### src/pcxrld_pkg.sv
// Shared types and constants for the PCX run-length line decoder.
package pcxrld_pkg;

  // Encoded byte layout.
  localparam logic [1:0] RUN_MARK   = 2'b11;
  localparam int         COUNT_BITS = 6;

  // Configuration register indexes.
  localparam logic [1:0] REG_IMAGE_WIDTH  = 2'd0;
  localparam logic [1:0] REG_LINE_BYTES   = 2'd1;
  localparam logic [1:0] REG_IMAGE_HEIGHT = 2'd2;

  // Controller states.
  typedef enum logic [1:0] {
    ST_IDLE,
    ST_RUN,
    ST_FLUSH
  } state_t;

  // Commands from the controller to the datapath.
  typedef struct packed {
    logic accept;
    logic step;
    logic flush_move;
  } ctrl_cmd_t;

  // Status from the datapath to the controller.
  typedef struct packed {
    logic start_run;
    logic run_over;
    logic final_step;
    logic emits;
    logic hold_valid;
    logic out_free;
  } dp_status_t;

endpackage

### src/pcxrld_ctrl.sv
// Controller state machine for the PCX run-length line decoder.
module pcxrld_ctrl
  import pcxrld_pkg::*;
(
  input  logic       clk,
  input  logic       rst,
  input  logic       in_valid,
  output logic       in_stall,
  input  dp_status_t status,
  output ctrl_cmd_t  cmd
);

  state_t state;
  state_t state_next;
  logic   step_blocked;

  // A step that emits must push the held pixel out, so it needs a free output slot.
  assign step_blocked = status.emits && status.hold_valid && !status.out_free;

  // State register.
  always_ff @(posedge clk) begin
    if (rst) begin
      state <= ST_IDLE;
    end else begin
      state <= state_next;
    end
  end

  // Next state.
  always_comb begin
    state_next = state;
    unique case (state)
      ST_IDLE: begin
        if (in_valid && status.start_run) begin
          state_next = ST_RUN;
        end
      end
      ST_RUN: begin
        if (status.run_over) begin
          state_next = ST_FLUSH;
        end else if (!step_blocked && status.final_step) begin
          state_next = ST_FLUSH;
        end
      end
      ST_FLUSH: begin
        if (!status.hold_valid || status.out_free) begin
          state_next = ST_IDLE;
        end
      end
      default: state_next = ST_IDLE;
    endcase
  end

  // Outputs.
  always_comb begin
    in_stall       = 1'b1;
    cmd.accept     = 1'b0;
    cmd.step       = 1'b0;
    cmd.flush_move = 1'b0;
    unique case (state)
      ST_IDLE: begin
        in_stall   = 1'b0;
        cmd.accept = in_valid;
      end
      ST_RUN: begin
        cmd.step = !status.run_over && !step_blocked;
      end
      ST_FLUSH: begin
        cmd.flush_move = status.hold_valid && status.out_free;
      end
      default: in_stall = 1'b1;
    endcase
  end

endmodule

### src/pcxrld_datapath.sv
// Datapath for the PCX run-length line decoder: registers, positions and output stage.
module pcxrld_datapath
  import pcxrld_pkg::*;
(
  input  logic       clk,
  input  logic       rst,
  input  logic       cfg_write,
  input  logic [1:0] cfg_index,
  input  logic [15:0] cfg_data,
  input  logic [7:0] encoded_byte,
  input  ctrl_cmd_t  cmd,
  output dp_status_t status,
  output logic       out_valid,
  input  logic       out_stall,
  output logic [7:0] pixel_index,
  output logic       line_end,
  output logic       image_end,
  output logic       last_of_run
);

  // Configuration registers.
  logic [15:0] image_width;
  logic [15:0] line_bytes;
  logic [15:0] image_height;

  // Decoder state.
  logic                  awaiting_value;
  logic [COUNT_BITS-1:0] pending_count;
  logic [15:0]           column_position;
  logic [15:0]           line_position;
  logic                  image_done;
  logic [7:0]            run_value;
  logic [COUNT_BITS-1:0] remaining;

  // Held pixel, released once it is known whether it ends its run.
  logic       hold_valid;
  logic [7:0] hold_pixel;
  logic       hold_le;
  logic       hold_ie;

  // Step arithmetic.
  logic [15:0] lb_eff;
  logic [15:0] ih_eff;
  logic [15:0] kept;
  logic [16:0] col_inc;
  logic [16:0] line_inc;
  logic        emits;
  logic        step_le;
  logic        step_ie;
  logic        col_wrap;
  logic        line_wrap;
  logic        is_run_byte;
  logic        out_free;
  logic        push_out;

  assign lb_eff    = (line_bytes == 16'd0) ? 16'd1 : line_bytes;
  assign ih_eff    = (image_height == 16'd0) ? 16'd1 : image_height;
  assign kept      = (image_width < lb_eff) ? image_width : lb_eff;
  assign col_inc   = {1'b0, column_position} + 17'd1;
  assign line_inc  = {1'b0, line_position} + 17'd1;
  assign emits     = column_position < kept;
  assign step_le   = col_inc == {1'b0, kept};
  assign step_ie   = step_le && (line_inc >= {1'b0, ih_eff});
  assign col_wrap  = col_inc >= {1'b0, lb_eff};
  assign line_wrap = line_inc >= {1'b0, ih_eff};

  assign is_run_byte = encoded_byte[7:6] == RUN_MARK;
  assign out_free    = !out_valid || !out_stall;
  assign push_out    = cmd.step && emits && hold_valid;

  // Status toward the controller.
  assign status.start_run  = !image_done && (awaiting_value || !is_run_byte);
  assign status.run_over   = (remaining == '0) || image_done;
  assign status.final_step = (remaining == COUNT_BITS'(1)) || (col_wrap && line_wrap);
  assign status.emits      = emits;
  assign status.hold_valid = hold_valid;
  assign status.out_free   = out_free;

  // Configuration writes; an unused index is ignored.
  always_ff @(posedge clk) begin
    if (rst) begin
      image_width  <= 16'd1;
      line_bytes   <= 16'd1;
      image_height <= 16'd1;
    end else if (cfg_write) begin
      unique case (cfg_index)
        REG_IMAGE_WIDTH:  image_width  <= cfg_data;
        REG_LINE_BYTES:   line_bytes   <= cfg_data;
        REG_IMAGE_HEIGHT: image_height <= cfg_data;
        default: ;
      endcase
    end
  end

  // Byte intake and run stepping.
  always_ff @(posedge clk) begin
    if (rst) begin
      awaiting_value  <= 1'b0;
      pending_count   <= '0;
      column_position <= '0;
      line_position   <= '0;
      image_done      <= 1'b0;
      remaining       <= '0;
      hold_valid      <= 1'b0;
    end else begin
      if (cmd.accept && !image_done) begin
        if (awaiting_value) begin
          awaiting_value <= 1'b0;
          pending_count  <= '0;
          run_value      <= encoded_byte;
          remaining      <= pending_count;
        end else if (is_run_byte) begin
          awaiting_value <= 1'b1;
          pending_count  <= encoded_byte[COUNT_BITS-1:0];
        end else begin
          run_value <= encoded_byte;
          remaining <= COUNT_BITS'(1);
        end
      end
      if (cmd.step) begin
        remaining <= remaining - COUNT_BITS'(1);
        if (emits) begin
          hold_valid <= 1'b1;
          hold_pixel <= run_value;
          hold_le    <= step_le;
          hold_ie    <= step_ie;
        end
        if (col_wrap) begin
          column_position <= '0;
          line_position   <= line_inc[15:0];
          if (line_wrap) begin
            image_done <= 1'b1;
          end
        end else begin
          column_position <= col_inc[15:0];
        end
      end
      if (cmd.flush_move) begin
        hold_valid <= 1'b0;
      end
    end
  end

  // Output register: valid control.
  always_ff @(posedge clk) begin
    if (rst) begin
      out_valid <= 1'b0;
    end else if (push_out || cmd.flush_move) begin
      out_valid <= 1'b1;
    end else if (!out_stall) begin
      out_valid <= 1'b0;
    end
  end

  // Output register: payload.
  always_ff @(posedge clk) begin
    if (push_out || cmd.flush_move) begin
      pixel_index <= hold_pixel;
      line_end    <= hold_le;
      image_end   <= hold_ie;
      last_of_run <= cmd.flush_move;
    end
  end

endmodule

### src/pcx_rle_line_decoder.sv
// Top level of the PCX run-length line decoder.
// Usage: encoded image body bytes enter on in_valid / in_stall / encoded_byte, one
// beat per byte. Decoded pixels leave on out_valid / out_stall with pixel_index,
// line_end, image_end and last_of_run. Width, padded line length and height are
// written on the cfg port (cfg_valid, cfg_ready, cfg_index, cfg_data) while idle;
// cfg_ready is always high.
// A run byte is taken in the idle state alone; a literal passes through the idle,
// run and flush states, and the value byte of a run through idle, one run step per
// column (none for a count of zero) and flush; the controller steps one decoded
// column per cycle through the position counters unless an emitting step waits.
// A byte's last pixel is released in the flush state once the output has room.
// When the receiver stalls, the output register holds its beat; a further emitting
// step waits, so input is held off until the pixels drain.
// Reset (rst, synchronous) sets width, line length and height to 1, clears the
// positions and the pending run, and empties the output stage.
module pcx_rle_line_decoder
  import pcxrld_pkg::*;
(
  input  logic        clk,
  input  logic        rst,
  input  logic        cfg_valid,
  output logic        cfg_ready,
  input  logic [1:0]  cfg_index,
  input  logic [15:0] cfg_data,
  input  logic        in_valid,
  output logic        in_stall,
  input  logic [7:0]  encoded_byte,
  output logic        out_valid,
  input  logic        out_stall,
  output logic [7:0]  pixel_index,
  output logic        line_end,
  output logic        image_end,
  output logic        last_of_run
);

  ctrl_cmd_t  cmd;
  dp_status_t status;

  assign cfg_ready = 1'b1;

  // Sequencer.
  pcxrld_ctrl u_ctrl (
    .clk      (clk),
    .rst      (rst),
    .in_valid (in_valid),
    .in_stall (in_stall),
    .status   (status),
    .cmd      (cmd)
  );

  // Registers, counters and output stage.
  pcxrld_datapath u_datapath (
    .clk          (clk),
    .rst          (rst),
    .cfg_write    (cfg_valid && cfg_ready),
    .cfg_index    (cfg_index),
    .cfg_data     (cfg_data),
    .encoded_byte (encoded_byte),
    .cmd          (cmd),
    .status       (status),
    .out_valid    (out_valid),
    .out_stall    (out_stall),
    .pixel_index  (pixel_index),
    .line_end     (line_end),
    .image_end    (image_end),
    .last_of_run  (last_of_run)
  );

`ifndef NO_ASSERTIONS
  // No pixel may be left in the hold slot while new bytes are taken.
  a_idle_hold_empty: assert property (@(posedge clk) disable iff (rst)
    !in_stall |-> !status.hold_valid)
    else $error("held pixel left over while accepting input");

  // The output register is only reloaded when its beat is gone or leaving.
  a_flush_room: assert property (@(posedge clk) disable iff (rst)
    cmd.flush_move |-> status.out_free)
    else $error("flush overwrote a stalled output beat");

  a_push_room: assert property (@(posedge clk) disable iff (rst)
    (cmd.step && status.emits && status.hold_valid) |-> status.out_free)
    else $error("step overwrote a stalled output beat");

  // No column is stepped once the run is over.
  a_step_in_run: assert property (@(posedge clk) disable iff (rst)
    cmd.step |-> !status.run_over)
    else $error("step issued after the run ended");
`endif

endmodule
### config.mk
export PLATFORM = sky130hd
export DESIGN_NAME = pcx_rle_line_decoder
export DESIGN_NICKNAME = d
export VERILOG_FILES = /design/src/pcxrld_pkg.sv /design/src/pcxrld_ctrl.sv /design/src/pcxrld_datapath.sv /design/src/pcx_rle_line_decoder.sv
export SDC_FILE = /design/constraint.sdc
export NUM_CORES = 1
export LEC_CHECK = 0
export BUFFER_PORTS_ARGS = -buffer_cell sky130_fd_sc_hd__clkbuf_2
export CAP_MARGIN = 20
export CORE_MARGIN = 2
export CORE_UTILIZATION = 29
export DETAILED_ROUTE_END_ITERATION = 6
export SLEW_MARGIN = 20
export SYNTH_ARGS = -nofsm -noshare
export SYNTH_HDL_FRONTEND = slang
export SYNTH_HIERARCHICAL = 1
export SYNTH_SLANG_ARGS = --single-unit
### constraint.sdc
create_clock -name clk -period 5.5 [get_ports clk]
set_input_delay 0.825 -clock clk [delete_from_list [all_inputs] [get_ports clk]]
set_output_delay 0.825 -clock clk [all_outputs]
set_load 0.05 [all_outputs]
==> flow_metrics.env <==
export IMPL_timing_critical_path_mode_cell="sky130_fd_sc_hd__o21a_1"
export IMPL_outcome="finished clean"
export IMPL_count_of_buffers_from_port_buffering=43
export IMPL_worstSkewPairLatency_ns=0.42
export IMPL_slew_headroom=0.469
export IMPL_timing_setup_critical_path_class="reg2reg"
export IMPL_gr_total_overflow=0
export IMPL_layout_common_cells="sky130_fd_sc_hd__nand2_1, sky130_fd_sc_hd__dfxtp_1, sky130_fd_sc_hd__a21oi_1"
export IMPL_place_detailed_instances=1244
export IMPL_synth_seq_area_share=0.372
export IMPL_grt_setup_unrepaired="false"
export IMPL_postSynthNetCount=1003
export IMPL_drt_first_iter_violations=449
export IMPL_vdd_drop_max_mv=0.224
export IMPL_floorplan_die_width_um=166
export IMPL_grt_total_usage=0.140
export IMPL_dp_final_hpwl_mm=14.6
export IMPL_avgRoutedWirePerCell_um=14.9
export IMPL_finalNonFillerCells=1276
export IMPL_synth_top_cells_by_area="sky130_fd_sc_hd__dfxtp_1, sky130_fd_sc_hd__edfxtp_1, sky130_fd_sc_hd__ha_1, sky130_fd_sc_hd__nand2_1, sky130_fd_sc_hd__a21oi_1"
export IMPL_worst_slew_pin_slew_ns=0.791
export IMPL_max_root_sink_buffers=2
export IMPL_post_synth_inst_count=904
export IMPL_placement_rows=59
export IMPL_period_needed_ns=5.00
export IMPL_sequential_standard_cell_area_mm2=0.00283
export IMPL_detailroute_via_count=6350
export IMPL_synth_top_area_frac=0.257
export IMPL_netlist_cell_type_count=66
export IMPL_timing_fmax_ghz=0.200
export IMPL_synth_cell_area_mm2=0.00762
export IMPL_synth_edff_count=29
export IMPL_crit_path_end_kind="flop"
export IMPL_critical_path_max_fanout=29
export IMPL_ios=45
export IMPL_cts_clk_slew_worst_paths_ns=0.06
export IMPL_clock_root_cell="sky130_fd_sc_hd__clkbuf_16"
export IMPL_final_max_slew_viol_count=0
export IMPL_clock_tree_from_tritoncts="built"
export IMPL_first_global_vias=6164
export IMPL_timing_critical_path_cells="inv_1 > ha_1 > a21o_1 > a211o_1 > a31oi_2 > nor4_4 > nor2_1 > a21oi_1 > ha_1 > nor2b_1 > o21a_1 > o21a_1 > o21a_1 > o21ai_0 > a21oi_1 > o22ai_1 > nand3b_1 > and3_2 > buf_4 > nand2_1 > o41ai_1 > mux2_2"
export IMPL_worst_ep_required_time_ns=5.81
export IMPL_routabilityCongestion=0.870
export IMPL_final_common_cell="sky130_fd_sc_hd__nand2_1"
export IMPL_min_delay_start="u_datapath/hold_le"
export IMPL_wire_length_of_the_first_global_routing_pass_mm=31.5
export IMPL_arrival_ns=5.31
export IMPL_setup_total_negative_slack_ns=0
export IMPL_cts_hold_buf=0
export IMPL_netlist_top_cell_by_area="sky130_fd_sc_hd__dfxtp_1"
export IMPL_setup_worst_path_start="u_datapath/line_bytes[1]"
export IMPL_wirelength_mm=19.0
export IMPL_worst_hold_path_type="reg2reg"
export IMPL_synth_ff_latch_count=127
export IMPL_layout_area_overhead_vs_synth_pct=14.4
export IMPL_finalCritPeriodShare=0.908
export IMPL_fillCellCount=2665
export IMPL_layout_nets=1027
export IMPL_power_static_leakage_nw=3.42
export IMPL_worstSetupStartpointType="flop"
export IMPL_chipHeight_um=166
export IMPL_post_route_cells_drive_above_1_share=0.123
export IMPL_route_detailed_drc=0
export IMPL_finalClockSkew_ns=0.00868
export IMPL_cpPeakStageDelay_ns=0.39
export IMPL_critPathSlowestCell="sky130_fd_sc_hd__nor2_1"
export IMPL_design_core_area_mm2=0.0259
export IMPL_design_die_area_mm2=0.0276
export IMPL_reg2reg_from="u_datapath/line_bytes[1]"
export IMPL_postCtsResizedCells=0
export IMPL_async_sr_flop_fraction=0
export IMPL_cts_htree_levels=4
export IMPL_timing_final_setup_violations=0
export IMPL_numClockSinks=127
export IMPL_insertedDiodeCount=0
export IMPL_dominantRegCellSynth="sky130_fd_sc_hd__dfxtp_1"
export IMPL_initial_utilization=0.294
export IMPL_cts_made_buffers=17
export IMPL_ys_warnings_count=6
export IMPL_detail_route_vias_per_cell=4.98
export IMPL_drv_cap=0
export IMPL_avgSynthCellArea_um2=8.43
export IMPL_ant_nets=0
export IMPL_grt_antenna_before_repair=0
export IMPL_grt_max_degree=66
export IMPL_report_final_hold_viol_count=0
export IMPL_multiInputGateArea_mm2=0.00441
export IMPL_cts_setup_buffers=0
export IMPL_final_hold_worst_slack_ns=0.418
export IMPL_pwr_density_cell_mw_per_mm2=307
export IMPL_drt_pass1_iterations=5
## cell type report
type | count | share of cell area
clock buffer | 17 | 0.0488
sequential | 127 | 0.325
timing repair buffer | 52 | 0.0327
tap | 335 | 0.0481
inverter | 47 | 0.0202
clock inverter | 15 | 0.0192
multi-input combinational | 683 | 0.506
## worst max-delay path: cells and delay by family (launching register included)
family,cells,cell delay (ns)
AO/OA/AOI/OAI,11,2.14
AND/OR/NAND/NOR,6,1.19
adder cells (fa/ha/maj),2,0.61
flip-flops,1,0.35
buffers and inverters,2,0.33
multiplexers,1,0.28
## synth_stat cells (2+ instances only)
cell type / n
sky130_fd_sc_hd__xor2_1: 18
sky130_fd_sc_hd__nor4_1: 10
sky130_fd_sc_hd__edfxtp_1: 29
sky130_fd_sc_hd__a31oi_1: 5
sky130_fd_sc_hd__dfxtp_1: 98
sky130_fd_sc_hd__a21oi_1: 90
sky130_fd_sc_hd__mux2i_1: 2
sky130_fd_sc_hd__or3b_1: 2
sky130_fd_sc_hd__o211ai_1: 6
sky130_fd_sc_hd__ha_1: 68
sky130_fd_sc_hd__a211oi_1: 16
sky130_fd_sc_hd__nor3b_1: 4
sky130_fd_sc_hd__nand2_1: 144
sky130_fd_sc_hd__o21ai_1: 3
sky130_fd_sc_hd__nand3_1: 32
sky130_fd_sc_hd__and4_1: 2
sky130_fd_sc_hd__a2111oi_0: 3
sky130_fd_sc_hd__clkbuf_1: 37
sky130_fd_sc_hd__a311oi_1: 2
sky130_fd_sc_hd__buf_4: 5
sky130_fd_sc_hd__mux2_1: 2
sky130_fd_sc_hd__or3_1: 3
sky130_fd_sc_hd__mux2_2: 14
sky130_fd_sc_hd__buf_1: 3
sky130_fd_sc_hd__nor4b_1: 3
sky130_fd_sc_hd__nand2b_1: 9
sky130_fd_sc_hd__nor2_1: 58
sky130_fd_sc_hd__o21a_1: 9
sky130_fd_sc_hd__nand4_1: 12
sky130_fd_sc_hd__and3b_1: 2
sky130_fd_sc_hd__nor2b_1: 21
sky130_fd_sc_hd__xnor2_1: 17
sky130_fd_sc_hd__and3_1: 17
sky130_fd_sc_hd__buf_2: 2
sky130_fd_sc_hd__o21ai_0: 25
sky130_fd_sc_hd__a22oi_1: 8
sky130_fd_sc_hd__a21o_1: 14
sky130_fd_sc_hd__nor3_1: 14
sky130_fd_sc_hd__inv_1: 47
sky130_fd_sc_hd__or2_2: 5
sky130_fd_sc_hd__and2_1: 7
sky130_fd_sc_hd__nand3b_1: 7
sky130_fd_sc_hd__o41ai_1: 3
sky130_fd_sc_hd__a32o_1: 4
## state kept, by name (all words and copies together), names as in the netlist, 2 cells and up
register	flops
u_datapath/run_value	8
u_datapath/line_bytes	16
u_datapath/column_position	16
u_datapath/hold_pixel	8
u_datapath/image_width	16
u_datapath/line_position	16
u_datapath/remaining	6
u_datapath/image_height	16
u_datapath/pixel_index	8
u_ctrl/state	2
u_datapath/pending_count	6
## where the power goes
part           internal [mW]  switching (mW)  total (mW)
Sequential              1.00          0.0395        1.04
Combinational          0.187           0.318       0.506
Clock                  0.646           0.480        1.13
## path summary, 6_finish.rpt
| path | to | slack [ns] | cells past startpoint |
|---|---|---|---|
| worst max-delay path | u_datapath/line_position[10] | 0.50 | 22 |
| worst min-delay path | u_datapath/line_end | 0.42 | 0 |
| worst max register to register | u_datapath/line_position[10] | 0.50 | 22 |
| worst min register to register | u_datapath/line_end | 0.42 | 0 |
## per-stage QoR
stage / total power [mW] / setup slack [ns] / utilization / cell area [um^2]
6_report: 2.67 / 0.505 / 0.337 / 8720
5_1_grt: 2.80 / 0.104 / 0.337 / 8720
4_1_cts: 2.69 / 0.546 / 0.337 / 8720
3_5_place_dp: 1.56 / 0.543 / 0.314 / 8130
3_3_place_gp: 1.56 / 0.625 / 0.314 / 8130
2_1_floorplan: 1.44 / 0.504 / - / 7620
## cell families (layout without fill, tap and decap cells)
kind of cell	Yosys count	count (layout)	synth area share
AO/OA/AOI/OAI	199	199	0.166
XOR/XNOR	35	35	0.0402
adder cells (fa/ha/maj)	68	68	0.112
buffers and inverters	94	131	0.0491
flip-flops	127	127	0.372
multiplexers	18	18	0.0263
other	1	1	0.000492
AND/OR/NAND/NOR	362	362	0.235
## layer usage
metal  global-route usage  wire length (um)  vias to the layer above  share of wire
met5                    0                 0                        -              0
met4               0.0484               473                        0          0.025
met3               0.0255               556                       26          0.029
met2                0.232              8900                       98           0.47
met1                0.185              9060                     2977           0.48
li1                     -                 -                     3249              -
Note: power is estimated with default switching activity, not from simulation.
